File: config.mk
export PLATFORM = sky130hd
export DESIGN_NAME = crc16_frame_check_append
export DESIGN_NICKNAME = d
export VERILOG_FILES = /design/src/rtl/crcfca_pkg.sv /design/src/rtl/crcfca_front.sv /design/src/rtl/crcfca_queue.sv /design/src/rtl/crcfca_back.sv /design/src/rtl/crc16_frame_check_append.sv
export SDC_FILE = /design/constraint.sdc
export NUM_CORES = 1
export LEC_CHECK = 0
export ABC_CLOCK_PERIOD_IN_PS = 14500
export BUFFER_PORTS_ARGS = -buffer_cell sky130_fd_sc_hd__buf_2
export CAP_MARGIN = 25
export CORE_MARGIN = 2
export CORE_UTILIZATION = 40
export CTS_CLUSTER_DIAMETER = 40
export DETAILED_ROUTE_END_ITERATION = 16
export GPL_TIMING_DRIVEN = 0
export SLEW_MARGIN = 5
export SYNTH_ARGS = -nofsm -noshare
export SYNTH_HDL_FRONTEND = slang
export SYNTH_SLANG_ARGS = --single-unit
File: constraint.sdc
create_clock -name clk -period 14.5 [get_ports clk]
set_input_delay 0 -clock clk [delete_from_list [all_inputs] [get_ports clk]]
set_output_delay 0 -clock clk [all_outputs]
set_load 0.02 [all_outputs]
File: src/rtl/crcfca_pkg.sv
// ----------------------------------------------------------------------------
// crcfca_pkg
// shared types, codes and the byte-wise reflected crc update
// ----------------------------------------------------------------------------
`default_nettype none

package crcfca_pkg;

  localparam int CRC_W   = 16;
  localparam int BYTE_W  = 8;
  localparam int CFG_IW  = 2;
  localparam int QDEPTH  = 4;
  localparam int QAW     = $clog2(QDEPTH);

  // configuration register indexes
  localparam logic [CFG_IW-1:0] CFG_MODE_APPEND = 2'd0;
  localparam logic [CFG_IW-1:0] CFG_CRC_INIT    = 2'd1;
  localparam logic [CFG_IW-1:0] CFG_CRC_POLY    = 2'd2;

  localparam logic [CRC_W-1:0] CRC_INIT_RST = 16'hffff;
  localparam logic [CRC_W-1:0] CRC_POLY_RST = 16'h8408;

  // kinds of queued work
  localparam logic [1:0] KIND_ECHO   = 2'd0;  // one echoed byte
  localparam logic [1:0] KIND_APPEND = 2'd1;  // echo then crc low, crc high
  localparam logic [1:0] KIND_VERIFY = 2'd2;  // verify verdict at frame end

  typedef struct packed {
    logic [1:0]        kind;
    logic [BYTE_W-1:0] data;
    logic              ok;
    logic [CRC_W-1:0]  crc;
  } q_entry_t;

  function automatic logic [CRC_W-1:0] crc_byte(input logic [CRC_W-1:0]  crc,
                                                input logic [BYTE_W-1:0] b,
                                                input logic [CRC_W-1:0]  poly);
    logic [CRC_W-1:0] c;
    c = {{(CRC_W-BYTE_W){1'b0}}, crc[BYTE_W-1:0] ^ b};
    for (int k = 0; k < BYTE_W; k++) begin
      if (c[0]) begin
        c = (c >> 1) ^ poly;
      end else begin
        c = c >> 1;
      end
    end
    return (crc >> BYTE_W) ^ c;
  endfunction

endpackage

`default_nettype wire

File: src/rtl/crcfca_front.sv
// ----------------------------------------------------------------------------
// crcfca_front
// configuration registers, crc state and trailer hold; classifies each byte
// ----------------------------------------------------------------------------
`default_nettype none

module crcfca_front import crcfca_pkg::*; (
  input  wire logic              clk,
  input  wire logic              rst_n,
  input  wire logic              cfg_wr_en,
  input  wire logic [CFG_IW-1:0] cfg_index,
  input  wire logic [CRC_W-1:0]  cfg_wdata,
  input  wire logic              in_valid,
  output logic                   in_stall,
  input  wire logic [BYTE_W-1:0] in_data_byte,
  input  wire logic              in_last_byte,
  input  wire logic              q_full,
  output logic                   q_push,
  output q_entry_t               q_wdata
);

  logic              mode_r, mode_nxt;
  logic [CRC_W-1:0]  init_r, init_nxt;
  logic [CRC_W-1:0]  poly_r, poly_nxt;
  logic [CRC_W-1:0]  crc_r, crc_nxt;
  logic [BYTE_W-1:0] h0_r, h0_nxt, h1_r, h1_nxt;
  logic [1:0]        cnt_r, cnt_nxt;
  logic [CRC_W-1:0]  crc_upd;
  logic [BYTE_W-1:0] crc_src;
  logic [1:0]        cnt_upd;
  logic              accept;

  assign in_stall = q_full;
  assign accept   = in_valid && !q_full;

  // append mode feeds the new byte, verify mode the oldest held byte
  assign crc_src = mode_r ? in_data_byte : h0_r;

  always_comb begin
    mode_nxt = mode_r;
    init_nxt = init_r;
    poly_nxt = poly_r;
    crc_nxt  = crc_r;
    h0_nxt   = h0_r;
    h1_nxt   = h1_r;
    cnt_nxt  = cnt_r;
    q_push   = 1'b0;
    q_wdata  = '0;
    crc_upd  = crc_r;
    cnt_upd  = cnt_r;

    if (mode_r || cnt_r >= 2'd2) begin
      crc_upd = crc_byte(crc_r, crc_src, poly_r);
    end
    if (cnt_r >= 2'd2) begin
      cnt_upd = 2'd3;
    end else begin
      cnt_upd = cnt_r + 2'd1;
    end

    if (cfg_wr_en) begin
      unique case (cfg_index)
        CFG_MODE_APPEND: mode_nxt = cfg_wdata[0];
        CFG_CRC_INIT:    init_nxt = cfg_wdata;
        CFG_CRC_POLY:    poly_nxt = cfg_wdata;
        default: ;
      endcase
      if (cfg_index == CFG_MODE_APPEND || cfg_index == CFG_CRC_INIT ||
          cfg_index == CFG_CRC_POLY) begin
        crc_nxt = init_nxt;
        h0_nxt  = '0;
        h1_nxt  = '0;
        cnt_nxt = '0;
      end
    end else if (accept) begin
      if (mode_r) begin
        q_push       = 1'b1;
        q_wdata.kind = in_last_byte ? KIND_APPEND : KIND_ECHO;
        q_wdata.data = in_data_byte;
        q_wdata.crc  = crc_upd;
        crc_nxt      = in_last_byte ? init_r : crc_upd;
      end else begin
        if (in_last_byte) begin
          q_push       = 1'b1;
          q_wdata.kind = KIND_VERIFY;
          q_wdata.crc  = crc_upd;
          q_wdata.ok   = (cnt_upd == 2'd3) && (h1_r == crc_upd[7:0]) &&
                         (in_data_byte == crc_upd[15:8]);
          crc_nxt      = init_r;
          h0_nxt       = '0;
          h1_nxt       = '0;
          cnt_nxt      = '0;
        end else begin
          crc_nxt = crc_upd;
          h0_nxt  = h1_r;
          h1_nxt  = in_data_byte;
          cnt_nxt = cnt_upd;
        end
      end
    end
  end

  always_ff @(posedge clk) begin
    if (!rst_n) begin
      mode_r <= 1'b0;
      init_r <= CRC_INIT_RST;
      poly_r <= CRC_POLY_RST;
      crc_r  <= CRC_INIT_RST;
      h0_r   <= '0;
      h1_r   <= '0;
      cnt_r  <= '0;
    end else begin
      mode_r <= mode_nxt;
      init_r <= init_nxt;
      poly_r <= poly_nxt;
      crc_r  <= crc_nxt;
      h0_r   <= h0_nxt;
      h1_r   <= h1_nxt;
      cnt_r  <= cnt_nxt;
    end
  end

endmodule

`default_nettype wire

File: src/rtl/crcfca_queue.sv
// ----------------------------------------------------------------------------
// crcfca_queue
// short fifo of classified work between front and back
// ----------------------------------------------------------------------------
`default_nettype none

module crcfca_queue import crcfca_pkg::*; (
  input  wire logic     clk,
  input  wire logic     rst_n,
  input  wire logic     push,
  input  wire q_entry_t wdata,
  input  wire logic     pop,
  output q_entry_t      rdata,
  output logic          full,
  output logic          empty
);

  q_entry_t         mem [QDEPTH];
  logic [QAW-1:0]   wp_r, wp_nxt, rp_r, rp_nxt;
  logic [QAW:0]     cnt_r, cnt_nxt;
  logic             do_push, do_pop;

  assign full    = (cnt_r == (QAW+1)'(QDEPTH));
  assign empty   = (cnt_r == '0);
  assign do_push = push && !full;
  assign do_pop  = pop && !empty;
  assign rdata   = mem[rp_r];

  always_comb begin
    wp_nxt  = do_push ? wp_r + QAW'(1) : wp_r;
    rp_nxt  = do_pop ? rp_r + QAW'(1) : rp_r;
    cnt_nxt = cnt_r;
    if (do_push && !do_pop) begin
      cnt_nxt = cnt_r + (QAW+1)'(1);
    end else if (do_pop && !do_push) begin
      cnt_nxt = cnt_r - (QAW+1)'(1);
    end
  end

  always_ff @(posedge clk) begin
    if (do_push) begin
      mem[wp_r] <= wdata;
    end
  end

  always_ff @(posedge clk) begin
    if (!rst_n) begin
      wp_r  <= '0;
      rp_r  <= '0;
      cnt_r <= '0;
    end else begin
      wp_r  <= wp_nxt;
      rp_r  <= rp_nxt;
      cnt_r <= cnt_nxt;
    end
  end

endmodule

`default_nettype wire

File: src/rtl/crcfca_back.sv
// ----------------------------------------------------------------------------
// crcfca_back
// expands queued work into requests on the output register
// ----------------------------------------------------------------------------
`default_nettype none

module crcfca_back import crcfca_pkg::*; (
  input  wire logic              clk,
  input  wire logic              rst_n,
  input  wire q_entry_t          q_rdata,
  input  wire logic              q_empty,
  output logic                   q_pop,
  output logic                   out_valid,
  input  wire logic              out_stall,
  output logic [BYTE_W-1:0]      out_byte,
  output logic                   out_is_check_byte,
  output logic                   out_frame_end,
  output logic                   out_check_ok,
  output logic [CRC_W-1:0]       out_crc_value
);

  logic              valid_r, valid_nxt;
  logic [1:0]        phase_r, phase_nxt;
  logic [BYTE_W-1:0] byte_r, byte_nxt;
  logic              chk_r, chk_nxt;
  logic              end_r, end_nxt;
  logic              ok_r, ok_nxt;
  logic [CRC_W-1:0]  crc_r;
  logic              load, last_phase;

  assign load       = !q_empty && (!valid_r || !out_stall);
  assign last_phase = (q_rdata.kind != KIND_APPEND) || (phase_r == 2'd2);
  assign q_pop      = load && last_phase;

  always_comb begin
    byte_nxt = '0;
    chk_nxt  = 1'b0;
    end_nxt  = 1'b0;
    ok_nxt   = 1'b0;
    unique case (q_rdata.kind)
      KIND_ECHO: byte_nxt = q_rdata.data;
      KIND_APPEND: begin
        unique case (phase_r)
          2'd0: byte_nxt = q_rdata.data;
          2'd1: begin
            byte_nxt = q_rdata.crc[7:0];
            chk_nxt  = 1'b1;
          end
          default: begin
            byte_nxt = q_rdata.crc[15:8];
            chk_nxt  = 1'b1;
            end_nxt  = 1'b1;
          end
        endcase
      end
      KIND_VERIFY: begin
        end_nxt = 1'b1;
        ok_nxt  = q_rdata.ok;
      end
      default: ;
    endcase

    if (q_pop) begin
      phase_nxt = '0;
    end else if (load) begin
      phase_nxt = phase_r + 2'd1;
    end else begin
      phase_nxt = phase_r;
    end

    if (load) begin
      valid_nxt = 1'b1;
    end else if (out_stall) begin
      valid_nxt = valid_r;
    end else begin
      valid_nxt = 1'b0;
    end
  end

  always_ff @(posedge clk) begin
    if (!rst_n) begin
      valid_r <= 1'b0;
      phase_r <= '0;
    end else begin
      valid_r <= valid_nxt;
      phase_r <= phase_nxt;
    end
  end

  always_ff @(posedge clk) begin
    if (load) begin
      byte_r <= byte_nxt;
      chk_r  <= chk_nxt;
      end_r  <= end_nxt;
      ok_r   <= ok_nxt;
      crc_r  <= q_rdata.crc;
    end
  end

  assign out_valid         = valid_r;
  assign out_byte          = byte_r;
  assign out_is_check_byte = chk_r;
  assign out_frame_end     = end_r;
  assign out_check_ok      = ok_r;
  assign out_crc_value     = crc_r;

  // a partly expanded entry must be an append entry still at the queue head
  a_phase_head: assert property (@(posedge clk) disable iff (!rst_n)
    phase_r != 2'd0 |-> !q_empty && q_rdata.kind == KIND_APPEND)
    else $error("phase advanced without an append entry at head");

  // final phase of an append entry yields the closing check byte
  a_append_close: assert property (@(posedge clk) disable iff (!rst_n)
    load && q_rdata.kind == KIND_APPEND && phase_r == 2'd2
    |=> valid_r && chk_r && end_r)
    else $error("append entry did not close with high crc byte");

  // a check byte never carries a verify verdict
  a_chk_no_ok: assert property (@(posedge clk) disable iff (!rst_n)
    valid_r && chk_r |-> !ok_r)
    else $error("check byte flagged as verify pass");

endmodule

`default_nettype wire

File: src/rtl/crc16_frame_check_append.sv
// ----------------------------------------------------------------------------
// crc16_frame_check_append
// streaming reflected crc-16 over byte frames, trailer check or crc append
// ----------------------------------------------------------------------------
// The block takes one frame byte per cycle on the in_ channel and runs a
// reflected byte-wise crc-16 (0x8408, init 0xffff by default, no final xor).
// In verify mode the last two bytes of each frame are held back as the
// trailer and a single request with frame_end and check_ok comes out at the
// last byte. In append mode each byte is echoed with the running crc and the
// last byte is followed by the crc low and high bytes. A new byte is taken
// every cycle as long as the four-entry work queue has room; the output side
// drains one request per cycle unless stalled, so the only slow case is the
// last byte of an append-mode frame, which expands into three requests. Bytes
// reach the output register through the queue. Configuration writes restart
// the current frame and are meant to happen only while the block is idle.
// ----------------------------------------------------------------------------
`default_nettype none

module crc16_frame_check_append import crcfca_pkg::*; (
  input  wire logic              clk,
  input  wire logic              rst_n,
  // configuration write port
  input  wire logic              cfg_wr_en,
  input  wire logic [CFG_IW-1:0] cfg_index,
  input  wire logic [CRC_W-1:0]  cfg_wdata,
  // byte input channel
  input  wire logic              in_valid,
  output logic                   in_stall,
  input  wire logic [BYTE_W-1:0] in_data_byte,
  input  wire logic              in_last_byte,
  // result channel
  output logic                   out_valid,
  input  wire logic              out_stall,
  output logic [BYTE_W-1:0]      out_byte,
  output logic                   out_is_check_byte,
  output logic                   out_frame_end,
  output logic                   out_check_ok,
  output logic [CRC_W-1:0]       out_crc_value
);

  // classified work passes from front to back through this queue
  q_entry_t q_wdata, q_rdata;
  logic     q_push, q_pop, q_full, q_empty;

  // front: config registers, crc update, trailer hold, classification
  crcfca_front u_front (
    .clk          (clk),
    .rst_n        (rst_n),
    .cfg_wr_en    (cfg_wr_en),
    .cfg_index    (cfg_index),
    .cfg_wdata    (cfg_wdata),
    .in_valid     (in_valid),
    .in_stall     (in_stall),
    .in_data_byte (in_data_byte),
    .in_last_byte (in_last_byte),
    .q_full       (q_full),
    .q_push       (q_push),
    .q_wdata      (q_wdata)
  );

  // queue decouples the input handshake from output back-pressure
  crcfca_queue u_queue (
    .clk   (clk),
    .rst_n (rst_n),
    .push  (q_push),
    .wdata (q_wdata),
    .pop   (q_pop),
    .rdata (q_rdata),
    .full  (q_full),
    .empty (q_empty)
  );

  // back: expands each entry into one or three requests
  crcfca_back u_back (
    .clk               (clk),
    .rst_n             (rst_n),
    .q_rdata           (q_rdata),
    .q_empty           (q_empty),
    .q_pop             (q_pop),
    .out_valid         (out_valid),
    .out_stall         (out_stall),
    .out_byte          (out_byte),
    .out_is_check_byte (out_is_check_byte),
    .out_frame_end     (out_frame_end),
    .out_check_ok      (out_check_ok),
    .out_crc_value     (out_crc_value)
  );

endmodule

`default_nettype wire
==> out/metrics.yaml <==
final_layout:
  fin_area_um2: 13700
  nets: 1283
  antenna_cells: 0
  final_common_cell: "nand2_1"
  area_growth_pct: 19.0
  drive_above_1_share_pct: 14.0
  utilization_pct: 48.0
  final_cell_mix: "271 x nand2_1, 135 x edfxtp_1, 115 x xnor2_1, 79 x dfxtp_1, 67 x clkbuf_1"
routing:
  met3_length_mm: 1.73
  top_layer: "met4"
  drtPass1Iterations: 5
  vias: 8668
  drt_wl_total_mm: 30.7
  wl_per_cell_um: 18.6
  wl_met2_mm: 14.6
  drt_iter0_markers: 615
  drt-met1-wl_mm: 13.4
  drtAntennaViolNets: 0
  drc_errors: 0
  viasPerCell: 5.26
synthesis:
  synth_area_leaders: "edfxtp_1 35%, dfxtp_1 14%, nand2_1 8.9%, xnor2_1 8.8%, mux4_2 5.3%"
  async_reset_ff_share_pct: 0
  synth_area_um2: 11500
  synth-edff-count: 135
  syn_avg_cell_area_um2: 10.3
  yosys_warnings: 0
  yosysTopAreaCell: "edfxtp_1"
  synth_seq_cells: 214
  synthesis.nets: 1159
  synth_cell_types: 72
  ys.flop_type: "edfxtp_1"
  yosysSeqAreaShare_pct: 49.1
  synth_top_area_share_pct: 35.3
  synthCells: 1115
critical_path:
  crit_path_end_kind: "register"
  slowest_delay_ns: 0.58
  critical_path.slowest_cell: "nor4_2"
  start_kind: "register"
  critPathBufInv: 4
  r2r_end: "u_queue.mem[3][16]$_DFFE_PP_"
  cp_cell_sequence: "buf_6, mux2i_4, xor2_2, o22ai_2, or4_1, buf_2, and2_1, buf_6, xnor2_2, or3_1, a2111oi_2, nor3_1, xnor2_1, clkbuf_1, nand2_1, xnor2_1, xnor2_1, mux2i_1, nand2_1, o211ai_1, nor4_2"
  crit_family: "simple AND/OR/NAND/NOR gates"
  cp.arrival_ns: 6.77
  rr_worst_depth: 21
  worst_path_most_repeated_cell: "xnor2_1"
  worstSetupPathType: "register to register"
  r2r_slack_ns: 8.02
  rr_startpoint: "u_front.mode_r$_SDFFE_PN0P_"
  cp_max_fo: 10
  crit_required_ns: 14.78
sta:
  relSlewSlack_pct: 32.9
  drv_slew: 0
  min_period_over_period_pct: 44.7
  fmax_ghz: 0.154
  setup_viol: 0
  timing.final.hold_violations: 0
  fin_skew_ns: 0.0165
  tns_ns: 0
  tightestPinTransition_ns: 0.999
  rsz0062_at_grt: "no"
  fin_crit_ns: 6.48
clock_network:
  ctsResizeCount: 0
  cts_max_level: 1
  ctsRootBufferMaster: "clkbuf_16"
  clock_path_buffers: 3
  clock_sinks: 214
  cts_setup_buffers: 0
  numCtsBuffers: 30
  insertion_delay_ns: 0.57
  path_clk_slew_ns: 0.06
  cts_tree: "built"
pwr:
  switching_share_pct: 34.5
  power.density_nw_per_um2: 166
  p_leak_nw: 4.94
  peakVddDrop_v: 0.0000891
  pwr-share-comb_pct: 33.5
  clockPowerShare_pct: 32.8
  power.total_mw: 2.27
  power.switching_uw: 785
  power_frac_seq_pct: 33.7
  power.internal_mw: 1.49
floorplan:
  start_util_pct: 40.3
  die_w_um: 173
  die-area_um2: 30100
  placement_rows: 62
  dieHeight_um: 173
  placeableCoreArea_um2: 28500
  io_pins: 61
grt:
  antenna_found_initial: 0
  grt_usage_pct: 20.1
  grt_pass1_vias: 8358
  grt.overflow.total: 0
  grt_pass1_wl_mm: 47.5
  grt_max_degree: 31
run_status:
  outcome: "finished clean"
placed_design:
  post_dp_cell_area_um2: 12300
  dp_hpwl_mm: 22.1
  io_buffers: 60
  gp_congestion: 0.909
worst_hold_path:
  min_path_type: "input port to register"
  hp-start: "in_valid"
  min_to: "u_front.crc_r[10]$_SDFFE_PN1P_"
  hold_path_depth: 4
flow_run:
  cap_violations: 0
metal layers:
metal	GRT usage (%)	vias up
met4	6.53	0
met3	2.68	66
met2	33.4	282
met1	27.3	4163
met5	0	-
li1	-	4157
sequential cells by signal, indices dropped and copies added (netlist names), 2 cells and up, named ones only:
register,count
u_back.phase_r,2
u_front.poly_r,16
u_front.crc_r,16
u_front.init_r,16
u_back.out_byte,8
u_back.out_crc_value,16
u_front.h0_r,8
u_front.h1_r,8
u_queue.cnt_r,3
u_queue.mem,108
u_queue.wp_r,2
u_front.cnt_r,2
u_queue.rp_r,2
cell usage after synthesis (all sizes together) (2+ instances only):
cell,instances
nor3b,3
a21oi,45
ha,11
o21a,2
nor2,42
mux2,5
a211o,2
edfxtp,135
o22ai,4
dfxtp,79
or3,3
o31ai,3
a221oi,3
nand2b,4
o21ai,34
nor2b,7
mux2i,31
a32oi,4
or4,2
nand3,34
o211a,2
and2,18
mux4,27
buf,10
nand4b,2
inv,21
a21o,3
a31oi,5
o211ai,8
a2bb2oi,2
o221ai,2
nand4,3
xor2,24
a21boi,23
nand2,271
a22oi,6
nor3,8
a22o,6
xnor2,118
clkbuf,65
o2111ai,8
and3,11
a2111oi,4
nor4,2
logic make-up (layout without fill, tap and decap cells):
family,count (synthesis),count (layout),share of synthesized area [%]
DFF,214,214,49.1
and+or+nand+nor,415,415,15.7
xor gates and xnor gates,143,143,11.4
adders and majority gates,12,12,1.37
buffers and inverters,96,244,3.36
AOI/OAI and AO/OA,172,172,10.4
muxes,63,63,8.70
per-stage QoR:
stage               setup slack [ns]  hold WS [ns]  instances
detailed placement              8.04         0.252       1561
floorplan                       9.09         0.124       1115
CTS                             8.04       0.00420       1647
global placement                8.02         0.246       1559
finish                          8.02        0.0157       1647
global route                    7.59        0.0588       1647
power groups by stage:
stage                     sequential (mW)  clock, mW  combinational, mW
after floorplan                     0.826          0              0.499
after global placement              0.782          0              0.733
after detailed placement            0.779          0              0.754
final                               0.766      0.747              0.762
after global routing                0.773      0.783              0.829
after CTS                           0.767      0.756              0.763
worst reg2reg max path: stages (launching register included):
cell and delay (ns):
dfxtp_1 0.33, buf_6 0.16, mux2i_4 0.33, xor2_2 0.41, o22ai_2 0.16, or4_1 0.52
buf_2 0.19, and2_1 0.16, buf_6 0.14, xnor2_2 0.13, or3_1 0.35, a2111oi_2 0.41
nor3_1 0.12, xnor2_1 0.46, clkbuf_1 0.44, nand2_1 0.13, xnor2_1 0.17, xnor2_1 0.42
mux2i_1 0.34, nand2_1 0.14, o211ai_1 0.12, nor4_2 0.58
worst max path at each step:
stage                     depth (start not counted)                           end                         from  slack (ns)
after floorplan                                  21  u_queue.mem[0][16]$_DFFE_PP_  u_front.mode_r$_SDFFE_PN0P_        9.09
after global placement                           21  u_queue.mem[1][16]$_DFFE_PP_  u_front.mode_r$_SDFFE_PN0P_        8.02
after detailed placement                         21  u_queue.mem[3][16]$_DFFE_PP_  u_front.mode_r$_SDFFE_PN0P_        8.04
after CTS                                        21  u_queue.mem[3][16]$_DFFE_PP_  u_front.mode_r$_SDFFE_PN0P_        8.04
after global routing                             21  u_queue.mem[3][16]$_DFFE_PP_  u_front.mode_r$_SDFFE_PN0P_        7.59
final                                            21  u_queue.mem[3][16]$_DFFE_PP_  u_front.mode_r$_SDFFE_PN0P_        8.02
layout make-up:
type / instances / area, um2
flip-flops and latches: 214 / 5640
inverters: 21 / 78.8
plain buffers: 75 / 307
repair buffers: 92 / 636
clock inverters: 22 / 264
clock buffers: 34 / 786
multi-input cells: 805 / 5480
fillers: 2655 / 14800
well taps: 384 / 480
what timing repair did:
action / CTS / global route
endpoints found under the setup margin: 0 / 0
hold buffers: 30 / 0
hold endpoints to repair: 106 / 0
(Power assumes the default switching activity.)
